`src/rtl/bcfpb_pkg.sv`:
```
package bcfpb_pkg;

  // Address operand length in bytes (1 to 4); the chain keeps 24 bits.
  localparam int ADDRESS_BYTES = 3;
  localparam int ADDR_W        = 24;
  localparam int CNT_W         = (ADDRESS_BYTES > 1) ? $clog2(ADDRESS_BYTES) : 1;

  localparam logic [CNT_W-1:0] ADDR_LAST = CNT_W'(ADDRESS_BYTES - 1);

  // Command bytes seen while idle
  localparam logic [7:0] OPC_INIT    = 8'h01;
  localparam logic [7:0] OPC_STATUS  = 8'h02;
  localparam logic [7:0] OPC_RESET   = 8'h04;
  localparam logic [7:0] OPC_MODE    = 8'h08;
  localparam logic [7:0] OPC_READY   = 8'h10;
  localparam logic [7:0] OPC_ADDRESS = 8'hAD;
  localparam logic [7:0] OPC_WRITE   = 8'hDA;
  localparam logic [7:0] OPC_READ    = 8'hDB;

  localparam logic [7:0] REPLY_ACK  = 8'hFE;

  typedef enum logic [1:0] {
    PH_IDLE,
    PH_MODE,
    PH_DATAWR,
    PH_ADDR
  } phase_t;

  typedef struct packed {
    phase_t             phase;
    logic [CNT_W-1:0]   addr_cnt;
    logic [ADDR_W-1:0]  chain;
    logic [ADDR_W-1:0]  latch;
    logic [2:0]         pins;       // bit 0 WE, bit 1 CE, bit 2 OE
    logic               indicator;
    logic [7:0]         bus_value;
    logic               bus_driven;
  } state_t;

  typedef struct packed {
    logic               tx_valid;
    logic [7:0]         tx_byte;
    logic               write_enable_pin;
    logic               chip_enable_pin;
    logic               output_enable_pin;
    logic               test_pin;
    logic               reset_pulse;
    logic [ADDR_W-1:0]  latched_address;
    logic [7:0]         data_out;
    logic               data_drive;
  } result_t;

endpackage

```
`src/rtl/byte_command_flash_pin_bridge.sv`:
```
// Byte command bridge between a host serial link and parallel flash pins.
//
// Input channel (in_valid/in_ready): one beat per received host byte, with
// the sampled flash busy line and the value on the flash data bus. Idle, the
// byte is a command; mode, address and data write take operand bytes in the
// beats that follow, and every operand byte is data even if it looks like a
// command. Unknown command bytes change nothing but still give a result.
// Output channel (out_valid/out_ready): exactly one result beat per input
// beat, in order: an optional reply byte (tx_valid/tx_byte) and the levels of
// all driven pins after that byte.
// The result is registered: into the output register, or into the skid register while the receiver stalls.
// Throughput: one beat per cycle while the skid register is empty; decode is a single combinational pass from
// the state registers to the output register.
// Stall: a two-entry output buffer (output register plus skid register)
// holds results; in_ready drops only once the skid entry is full, so one
// more beat is taken while the receiver stalls.
// Reset: synchronous, active high; the block returns to idle awaiting a
// command, address and data registers clear, pins low, test pin high, bus
// driven, and both output entries empty.
module byte_command_flash_pin_bridge (
  input  logic                         clk,
  input  logic                         rst,
  input  logic                         in_valid,
  output logic                         in_ready,
  input  logic [7:0]                   rx_byte,
  input  logic                         busy_pin,
  input  logic [7:0]                   bus_in,
  output logic                         out_valid,
  input  logic                         out_ready,
  output logic                         tx_valid,
  output logic [7:0]                   tx_byte,
  output logic                         write_enable_pin,
  output logic                         chip_enable_pin,
  output logic                         output_enable_pin,
  output logic                         test_pin,
  output logic                         reset_pulse,
  output logic [bcfpb_pkg::ADDR_W-1:0] latched_address,
  output logic [7:0]                   data_out,
  output logic                         data_drive
);
  import bcfpb_pkg::*;

  state_t  st;
  state_t  st_next;
  result_t res_now;
  result_t out_res;
  result_t skid_res;
  logic    skid_valid;
  logic    in_fire;
  logic    out_free;

  bcfpb_decode u_decode (
    .st       (st),
    .rx_byte  (rx_byte),
    .busy_pin (busy_pin),
    .bus_in   (bus_in),
    .st_next  (st_next),
    .res      (res_now)
  );

  assign in_ready = !skid_valid;
  assign in_fire  = in_valid && in_ready;
  assign out_free = !out_valid || out_ready;

  // Command state: advance on every accepted beat
  always_ff @(posedge clk) begin
    if (rst) begin
      st.phase      <= PH_IDLE;
      st.addr_cnt   <= '0;
      st.chain      <= '0;
      st.latch      <= '0;
      st.pins       <= 3'b000;
      st.indicator  <= 1'b1;
      st.bus_value  <= 8'h00;
      st.bus_driven <= 1'b1;
    end else if (in_fire) begin
      st <= st_next;
    end
  end

  // Output buffer control: refill from skid first, else from the new beat
  always_ff @(posedge clk) begin
    if (rst) begin
      out_valid  <= 1'b0;
      skid_valid <= 1'b0;
    end else if (out_free) begin
      out_valid  <= skid_valid || in_fire;
      skid_valid <= 1'b0;
    end else if (in_fire) begin
      skid_valid <= 1'b1;
    end
  end

  // Output buffer payload
  always_ff @(posedge clk) begin
    if (out_free) begin
      if (skid_valid) begin
        out_res <= skid_res;
      end else if (in_fire) begin
        out_res <= res_now;
      end
    end else if (in_fire) begin
      skid_res <= res_now;
    end
  end

  assign tx_valid          = out_res.tx_valid;
  assign tx_byte           = out_res.tx_byte;
  assign write_enable_pin  = out_res.write_enable_pin;
  assign chip_enable_pin   = out_res.chip_enable_pin;
  assign output_enable_pin = out_res.output_enable_pin;
  assign test_pin          = out_res.test_pin;
  assign reset_pulse       = out_res.reset_pulse;
  assign latched_address   = out_res.latched_address;
  assign data_out          = out_res.data_out;
  assign data_drive        = out_res.data_drive;

endmodule

```
`src/rtl/bcfpb_decode.sv`:
```
module bcfpb_decode (
  input  bcfpb_pkg::state_t  st,
  input  logic [7:0]         rx_byte,
  input  logic               busy_pin,
  input  logic [7:0]         bus_in,
  output bcfpb_pkg::state_t  st_next,
  output bcfpb_pkg::result_t res
);
  import bcfpb_pkg::*;

  logic       tx_valid;
  logic [7:0] tx_byte;
  logic       reset_pulse;

  // Next state
  always_comb begin
    st_next = st;
    case (st.phase)
      PH_IDLE: begin
        case (rx_byte)
          OPC_INIT:   st_next.indicator = 1'b0;
          OPC_MODE:   st_next.phase = PH_MODE;
          OPC_ADDRESS: begin
            st_next.phase    = PH_ADDR;
            st_next.addr_cnt = '0;
          end
          OPC_WRITE: begin
            st_next.phase      = PH_DATAWR;
            st_next.bus_driven = 1'b1;
          end
          OPC_READ:   st_next.bus_driven = 1'b0;
          default:    ;
        endcase
      end
      PH_MODE: begin
        st_next.pins  = rx_byte[2:0];
        st_next.phase = PH_IDLE;
      end
      PH_DATAWR: begin
        st_next.bus_value = rx_byte;
        st_next.phase     = PH_IDLE;
      end
      PH_ADDR: begin
        st_next.chain = {st.chain[ADDR_W-9:0], rx_byte};
        if (st.addr_cnt == ADDR_LAST) begin
          st_next.latch = {st.chain[ADDR_W-9:0], rx_byte};
          st_next.phase = PH_IDLE;
        end else begin
          st_next.addr_cnt = st.addr_cnt + 1'b1;
        end
      end
      default: st_next.phase = PH_IDLE;
    endcase
  end

  // Reply and reset pulse
  always_comb begin
    tx_valid    = 1'b0;
    tx_byte     = 8'h00;
    reset_pulse = 1'b0;
    case (st.phase)
      PH_IDLE: begin
        case (rx_byte)
          OPC_INIT, OPC_STATUS: begin
            tx_valid = 1'b1;
            tx_byte  = REPLY_ACK;
          end
          OPC_RESET: begin
            tx_valid    = 1'b1;
            tx_byte     = REPLY_ACK;
            reset_pulse = 1'b1;
          end
          OPC_READY: begin
            tx_valid = 1'b1;
            tx_byte  = {7'd0, ~busy_pin};
          end
          OPC_READ: begin
            tx_valid = 1'b1;
            tx_byte  = bus_in;
          end
          default: ;
        endcase
      end
      PH_MODE, PH_DATAWR: begin
        tx_valid = 1'b1;
        tx_byte  = REPLY_ACK;
      end
      PH_ADDR: begin
        if (st.addr_cnt == ADDR_LAST) begin
          tx_valid = 1'b1;
          tx_byte  = REPLY_ACK;
        end
      end
      default: ;
    endcase
  end

  // Pin levels show the state after this beat
  assign res.tx_valid          = tx_valid;
  assign res.tx_byte           = tx_byte;
  assign res.write_enable_pin  = st_next.pins[0];
  assign res.chip_enable_pin   = st_next.pins[1];
  assign res.output_enable_pin = st_next.pins[2];
  assign res.test_pin          = st_next.indicator;
  assign res.reset_pulse       = reset_pulse;
  assign res.latched_address   = st_next.latch;
  assign res.data_out          = st_next.bus_value;
  assign res.data_drive        = st_next.bus_driven;

endmodule

```
`config.mk`:
```
export PLATFORM = sky130hd
export DESIGN_NAME = byte_command_flash_pin_bridge
export DESIGN_NICKNAME = d
export VERILOG_FILES = /design/src/rtl/bcfpb_pkg.sv /design/src/rtl/byte_command_flash_pin_bridge.sv /design/src/rtl/bcfpb_decode.sv
export SDC_FILE = /design/constraint.sdc
export NUM_CORES = 1
export LEC_CHECK = 0
export BUFFER_PORTS_ARGS = -buffer_cell sky130_fd_sc_hd__buf_2
export CAP_MARGIN = 20
export CORE_ASPECT_RATIO = 2
export CORE_MARGIN = 1
export CORE_UTILIZATION = 58
export DETAILED_ROUTE_END_ITERATION = 16
export PLACE_DENSITY = 0.78
export SYNTH_ARGS = -nofsm -noshare
export SYNTH_HDL_FRONTEND = slang
export SYNTH_SLANG_ARGS = --single-unit
```
`constraint.sdc`:
```
create_clock -name clk -period 3.6 [get_ports clk]
set_input_delay 0 -clock clk [delete_from_list [all_inputs] [get_ports clk]]
set_output_delay 0 -clock clk [all_outputs]
set_load 0.02 [all_outputs]
```
# [Word-level counts from Yosys, hierarchy flattened]
# Cells that the tools add are included.
[totals] regBits=153 inputBits=21 out_inout_bits=49 wordCells=90
[classes] addsub=1 n_eq_ne=16 n_mux=24 bitwise_logic=2 reduce_logical=17
[ops] operator="two-way mux 47 bit" count=2
[ops] operator="two-way mux 24 bit" count=2
[ops] operator="case mux 8 bit (3 select lines)" count=2
[ops] operator="equality test 8 bit (second input constant)" count=3
[ops] operator="two-way mux 8 bit" count=2
[ops] operator="case mux 2 bit (3 select lines)" count=2
[ops] operator="equality test 8 x 1 -> 1 bit (second input constant)" count=1
[ops] operator="equality test 8 x 2 -> 1 bit (second input constant)" count=1
[ops] operator="equality test 8 x 3 -> 1 bit (second input constant)" count=1
[ops] operator="equality test 8 x 4 -> 1 bit (second input constant)" count=1
[ops] operator="equality test 8 x 5 -> 1 bit (second input constant)" count=1
[ops] operator="two-way mux 1 bit" count=7
[ops] operator="equality test 2 bit (second input constant)" count=3
[ops] operator="two-way mux 2 bit" count=3
[ops] operator="AND reduction 2 bit" count=3
[ops] operator="OR reduction 5 bit" count=1
[ops] operator="inequality test 2 bit (second input constant)" count=2
[ops] operator="inequality test 4 bit (second input constant)" count=1
[ops] operator="case mux 2 bit (2 select lines)" count=1
[ops] operator="AND reduction 4 bit" count=1
[ops] operator="nonzero test 2 bit" count=2
[ops] operator="OR reduction 2 bit" count=2
[ops] operator="two-way mux 3 bit" count=1
[ops] operator="case mux 1 bit (3 select lines)" count=1
[ops] operator="other kinds (11)" count=14

# [Longest topological paths before layout]
# Gate-level depths: netlist (run 1).
[depth] word_depth=6 mapped_depth=8

# [Hierarchy]
# Synthesis (run 1) repeated with hierarchy kept, for this count alone.
[unflattened] cells_unflattened=624 area_unflattened_um2=8130.3
[modules_own_cells] mod="byte_command_flash_pin_bridge" instances=1 cells_per_inst=451 area_each_um2=6643.9 seq_area_each_um2=4164.0
[modules_own_cells] mod="bcfpb_decode" instances=1 cells_per_inst=173 area_each_um2=1486.4 seq_area_each_um2=0.0

# [Worst setup path before layout (run 1)]
# OpenSTA, ideal clock, no wires.
[synth_timing] kind="reg2reg" from="register skid_valid" to="register skid_res[0] (netlist name), enable pin" setup_time_ps=452 arrival_ps=2901 setup_slack_ps=247 stages_incl_launch_ff=6 n_path_buf=2 synth_period_minus_slack_ps=3353 cell_sequence="dfxtp_1 > inv_2 > nand2_1 > buf_2 > buf_1 > nor2_1"
[synth_via] elab_chain_len=3
[synth_rtl] item="start, declared" line_no="byte_command_flash_pin_bridge.sv:48" text="logic skid_valid;"
[synth_rtl] item="start signal, assigned" line_no="byte_command_flash_pin_bridge.sv:85" text="skid_valid <= 1'b0;"
[synth_rtl] item="start signal, assigned" line_no="byte_command_flash_pin_bridge.sv:88" text="skid_valid <= 1'b0;"
[synth_rtl] item="start signal, assigned" line_no="byte_command_flash_pin_bridge.sv:90" text="skid_valid <= 1'b1;"
[synth_rtl] item="zero test 1 bit" line_no="byte_command_flash_pin_bridge.sv:61" text="assign in_ready = !skid_valid;"
[synth_rtl] item="logical AND 1 bit" line_no="byte_command_flash_pin_bridge.sv:62" text="assign in_fire = in_valid && in_ready;"
[synth_rtl] item="AND reduction 2 bit (no line)"
[synth_rtl] item="end signal, assigned" line_no="byte_command_flash_pin_bridge.sv:103" text="skid_res <= res_now;"
[synth_rtl] item="end, declared" line_no="byte_command_flash_pin_bridge.sv:47" text="result_t skid_res;"
# Every way passes these cells.
# A chain may end at the register's enable or synchronous reset.

==> impl_metrics.yaml, run 1 <==
floorplanning:
  coreArea_mm2: 0.01061
  io_pins: 70
  die-area_mm2: 0.01145
  die_w_um: 76.16
  fp-row-count: 53
  die_height_um: 150.3
  start_util: 0.6012
global_routing:
  grt_max_degree: 48
  grt_overflow_total: 0
  use_met2: 0.4523
  grtUsageMet1: 0.2814
  antenna_found_initial: 0
  grt-busiest-layer: "met2"
  grt_pass1_wl_um: 21890
  grt_pass1_vias: 4401
  grt_use_met3: 0.04970
  grt_use_total: 0.2518
synthesis:
  synth_cell_types: 50
  postSynthAreaPerCell_um2: 12.22
  post-synth-top-count-cell: "edfxtp_1"
  syn_area_mm2: 0.006379
  netlist_top_cells_count: "94 x edfxtp_1, 79 x nor2_1, 73 x mux2_2, 59 x dfxtp_1, 49 x nand2_1"
  synth_edf_count: 94
  async_reset_ff_frac: 0
  synthFlopType: "edfxtp_1"
  ys_warn_count: 0
  yosys_register_bits: 153
  synth_cells: 522
  yosysTopAreaCell: "edfxtp_1"
  synth_top_area_frac: 0.4425
  syn_nets: 549
  netlist_top_cells_area: "edfxtp_1 44%, dfxtp_1 19%, mux2_2 13%"
  ys_seq_area_frac: 0.6277
timing:
  hold-worst-slack_ns: 0.02484
  min_period_ns: 2.302
  worst_slew_pin_slew_ns: 1.020
  max_slew_margin: 0.3172
  worst_clock_skew_ns: 0.01016
  max_freq_mhz: 434.3
  setup_viol: 0
  tns_ns: 0
  fin_crit_sh: 0.6396
  finalHoldViolations: 0
  rsz0062_at_grt: "no"
  slew_viol_final: 0
clock_tree:
  post_cts_resized: 0
  htree_num_levels: 4
  cts_buffers: 17
  clock_latency_ns: 0.41
  cts.sinks: 153
  cts_buffer_depth: 2
  tritoncts: "yes"
  cts_root_buf: "clkbuf_16"
  cts.clk_slew.worst_paths_ns: 0.06
pwr:
  power_leakage_nw: 3.007
  power_mw: 4.189
  p_per_area_mw_per_mm2: 549.6
  peakVddDrop_uv: 404.4
finish:
  antenna_cells: 0
  drive_gt1_frac: 0.3236
  nets: 632
  syn_to_final_growth_pct: 19.50
  fillCellCount: 742
min_path:
  whs_path_depth: 3
  holdPathEnd: "tx_byte[6]"
  hold_class: "in -> reg"
  hold_start: "bus_in[6]"
placement:
  dp_hpwl_um: 8491
  gp_congestion: 0.8195
  numPortBuffers: 69
run:
  drv_cap: 0
worst_setup_path:
  end_kind: "flip-flop"
  path_max_fanout: 14
  r2r-start: "st[61]"
  worstSetupPathType: "reg -> reg"
  rrSetupSlack_ns: 1.30
  reg2reg_depth: 6
  r2r_end: "latched_address[9]"
  cp-start-kind: "flip-flop"
  cp_data_arrival_time_ns: 2.46
  cp.required_ns: 3.76
drt:
  drt_iter0_markers: 294
  vias_per_cell: 5.713
  dr_total_vias: 4313
  wl_per_cell_um: 18.06
  drc: 0
  wirelength_um: 13630
  drt_pre_antenna_iters: 5
  drtAntennaViolNets: 0
outcome:
  outcome: "finished, final reports clean"
metal layers:
metal | wire (µm) | part of all wire | vias to the layer above
met2 | 7294 | 0.53 | 151
li1 | - | - | 2031
met5 | 0 | 0 | -
met3 | 651 | 0.048 | 21
met4 | 339 | 0.025 | 0
met1 | 5349 | 0.39 | 2110
placed cells by master, fill, tap and decap left out, types with 3 or more instances in the layout:
cell	netlist	layout
o21ai_0	4	4
clkinv_2	0	3
nor3_1	37	37
nand3_1	4	4
nor2_1	79	78
clkinv_4	0	3
edfxtp_1	94	94
a221oi_2	4	4
nand2_1	49	49
ha_1	6	6
buf_4	0	6
bufinv_16	0	3
a21oi_1	26	26
clkbuf_16	0	19
nand4_1	4	4
buf_2	4	69
mux2_2	73	73
dlygate4sd3_1	0	17
dfxtp_1	59	59
inv_1	12	12
how the worst max path moves through the flow:
| stage | from | to | depth (start not counted) |
|---|---|---|---|
| after floorplan | skid_valid | skid_res[0] | 5 |
| after global placement | st[61] | latched_address[14] | 5 |
| after detailed placement | st[61] | latched_address[1] | 6 |
| after CTS | st[61] | latched_address[5] | 6 |
| after global routing | st[61] | latched_address[5] | 6 |
| final | st[61] | latched_address[9] | 6 |
critical path, cell delays in order, from the launching register on:
cell and delay [ns]:
dfxtp_1 0.36, inv_1 0.05, ha_1 0.22, nand2_1 0.52, buf_8 0.25, mux2_2 0.37
mux2_2 0.27
through the flow:
stage / cells / utilization / setup slack [ns] / instance area [µm²]
after global placement: 705 / 0.6410 / 1.184 / 6802
after global routing: 755 / 0.7184 / 1.209 / 7622
after detailed placement: 706 / 0.6425 / 1.294 / 6817
final: 755 / 0.7184 / 1.298 / 7622
after floorplan: 522 / - / 0.2468 / 6379
after CTS: 755 / 0.7184 / 1.310 / 7622
registers in the layout (all words and copies together), names as in the netlist:
register / cells
test_pin: 1
output_enable_pin: 1
skid_res: 47
tx_valid: 1
reset_pulse: 1
st: 57
skid_valid: 1
out_valid: 1
tx_byte: 8
latched_address: 24
data_drive: 1
chip_enable_pin: 1
write_enable_pin: 1
data_out: 8
cell families (layout without fill, tap and decap cells):
family / count (synthesis) / count (layout) / share of synthesized area
AND/OR/NAND/NOR: 195 / 195 / 0.1401
flip-flops: 153 / 153 / 0.6277
multiplexers: 77 / 77 / 0.1367
AO/OA/AOI/OAI: 48 / 48 / 0.05120
buffers and inverters: 42 / 138 / 0.03119
adder cells (fa/ha/maj): 6 / 6 / 0.01177
XOR/XNOR: 1 / 1 / 0.001373
where the power goes:
| part | leakage [nW] | switching, mW | internal (mW) | total, mW |
|---|---|---|---|---|
| clock network | 0.310 | 0.666 | 1.19 | 1.86 |
| logic | 1.31 | 0.214 | 0.131 | 0.345 |
| registers | 1.38 | 0.0300 | 1.96 | 1.99 |
final cells by class:
| cell class | instances | area, µm² | share of cell area |
|---|---|---|---|
| clock buffers | 22 | 496.7 | 0.06517 |
| clock inverters | 10 | 138.9 | 0.01822 |
| inverters | 13 | 48.80 | 0.006402 |
| multi-input cells | 327 | 2187 | 0.2869 |
| flip-flops and latches | 153 | 4004 | 0.5253 |
| well taps | 137 | 171.4 | 0.02249 |
| repair buffers | 93 | 575.6 | 0.07551 |
repair_timing:
item	in CTS	in global routing
hold buffers	17	0
hold endpoints to repair	20	0
buffers inserted	0	0
No activity file was read; power rests on OpenSTA's default activity.
==> run 2, diff against run 1 <==
clock period = 2.2 ns   (was 3.6 ns; I/O delays follow)
==> run 2 against run 1 <==
  * Critical endpoint is now tx_valid
  * Critical path depth is the same
  * Non-clock buffer count grew 7
  * Via count grew 0.21%
  * Total power is 61% higher
  * Largest cell class unchanged
  * Count of clock-buffer cells in the layout shrank 4
  * Highest routed layer unchanged
  * Largest power group unchanged
==> impl_metrics.yaml, run 2 (synthesis results as in run 1) <==
floorplanning:
  die_height_um: 150.3
  die-area_mm2: 0.01145
  io_pins: 70
  start_util: 0.6012
  die_w_um: 76.16
  coreArea_mm2: 0.01061
  fp-row-count: 53
clock_tree:
  cts_buffer_depth: 2
  post_cts_resized: 0
  cts_buffers: 17
  cts.clk_slew.worst_paths_ns: 0.06
  clock_latency_ns: 0.43
  postCtsHoldBufs: 16
  postCtsSetupRepairBufs: 0
  cts.sinks: 153
  htree_num_levels: 4
  tritoncts: "yes"
  cts_root_buf: "clkbuf_16"
finish:
  stdcell_area_mm2: 0.007642
  final_cell_mix: "94 x edfxtp_1, 78 x nor2_1, 73 x mux2_2"
  syn_to_final_growth_pct: 19.81
  regMostFlops: "st"
  nets: 639
  mostFrequentLayoutCell: "edfxtp_1"
  antenna_cells: 0
  fillCellCount: 752
  fin_util: 0.7203
  largest_register_ffs: 57
  drive_gt1_frac: 0.3360
global_routing:
  grt_max_degree: 33
  grt_use_total: 0.2561
  grt_overflow_total: 0
  antenna_found_initial: 0
  grt_pass1_wl_um: 22050
  grt_pass1_vias: 4409
drt:
  drt_pre_antenna_iters: 6
  vias_per_cell: 5.672
  dr_total_vias: 4322
  wl_per_cell_um: 17.93
  drtAntennaViolNets: 0
  wirelength_um: 13660
  drc: 0
  drt_iter0_markers: 220
timing:
  worst_clock_skew_ns: 0.007834
  slew_viol_final: 0
  rsz0062_at_grt: "no"
  finalHoldViolations: 0
  setup_viol: 0
  tns_ns: 0
  worst_slew_pin_slew_ns: 0.7016
  fin_crit_sh: 0.8856
  min_period_ns: 1.948
  max_freq_mhz: 513.3
  max_slew_margin: 0.5323
min_path:
  hold_class: "in -> reg"
placement:
  numPortBuffers: 69
  gp_congestion: 0.8656
  placed_area_mm2: 0.006882
  dp_hpwl_um: 8815
worst_setup_path:
  cp_data_arrival_time_ns: 2.12
  cp_slowest_cell: "dfxtp_1"
  cp_slowest_stage_delay_ns: 0.38
  cp.required_ns: 2.37
  crit_buf_inv: 1
  cp-start-kind: "flip-flop"
  end_kind: "flip-flop"
  path_cells: "inv_1 -> ha_1 -> a21oi_1 -> and2_1 -> a31oi_1 -> mux2_2"
  critical-path-top-delay-family: "flip-flops"
  worstSetupPathType: "reg -> reg"
  path_max_fanout: 9
run:
  drv_cap: 0
pwr:
  power_mw: 6.754
  peakVddDrop_uv: 635.8
  p_per_area_mw_per_mm2: 883.8
  power_leakage_nw: 3.023
outcome:
  outcome: "finished, final reports clean"
==> run 2: changes by cell type in the layout (fill, tap and decap cells not counted), moves of 2 or more <==
cell	change
buf_4	+8
clkinv_2	-2
inv_6	+5
clkbuf_1	-2
clkbuf_16	-2
==> run 2: final timing paths <==
check	start	slack (ns)	depth (start not counted)	end
min	out_ready	0.01	3	skid_valid
max reg2reg	st[63]	0.25	6	tx_valid
max	st[63]	0.25	6	tx_valid
min reg2reg	st[51]	0.46	2	st[51]
==> run 2: power by group <==
part | leakage, nW | internal (mW) | switching (mW) | total (mW)
Clock | 0.290 | 1.73 | 1.20 | 2.93
Combinational | 1.35 | 0.222 | 0.355 | 0.577
Sequential | 1.38 | 3.20 | 0.0477 | 3.25
==> run 2: through the flow <==
| step | hold WS (ns) | instances | setup slack, ns |
|---|---|---|---|
| finish | 0.01240 | 762 | 0.2516 |
| global route | 0.02667 | 762 | 0.1086 |
| CTS | 0.003493 | 762 | 0.2659 |
| detailed placement | 0.3264 | 714 | 0.2598 |
| global placement | 0.3184 | 714 | 0.3854 |
| floorplan | 0.1360 | 522 | 0.1405 |
==> run 2: final cells by class <==
cell class              count  area [µm²]  share of cell area
inverters                  13       48.80            0.006385
multi-input cells         327        2187              0.2862
well taps                 137       171.4             0.02243
clock buffers              18       439.2             0.05747
repair buffers            100       630.6             0.08251
flip-flops and latches    153        4004              0.5239
clock inverters            14       161.4             0.02112
==> run 2: tightest hold or removal path: stages <==
cell and delay [ns]:
buf_2 0.07, nand2b_1 0.23, nor3_1 0.08
==> run 2: per-layer routing <==
| layer | wire, µm | track usage |
|---|---|---|
| met1 | 5220 | 0.2836 |
| met4 | 413 | 0.1375 |
| met5 | 0 | 0 |
| met3 | 595 | 0.05394 |
| met2 | 7431 | 0.4586 |
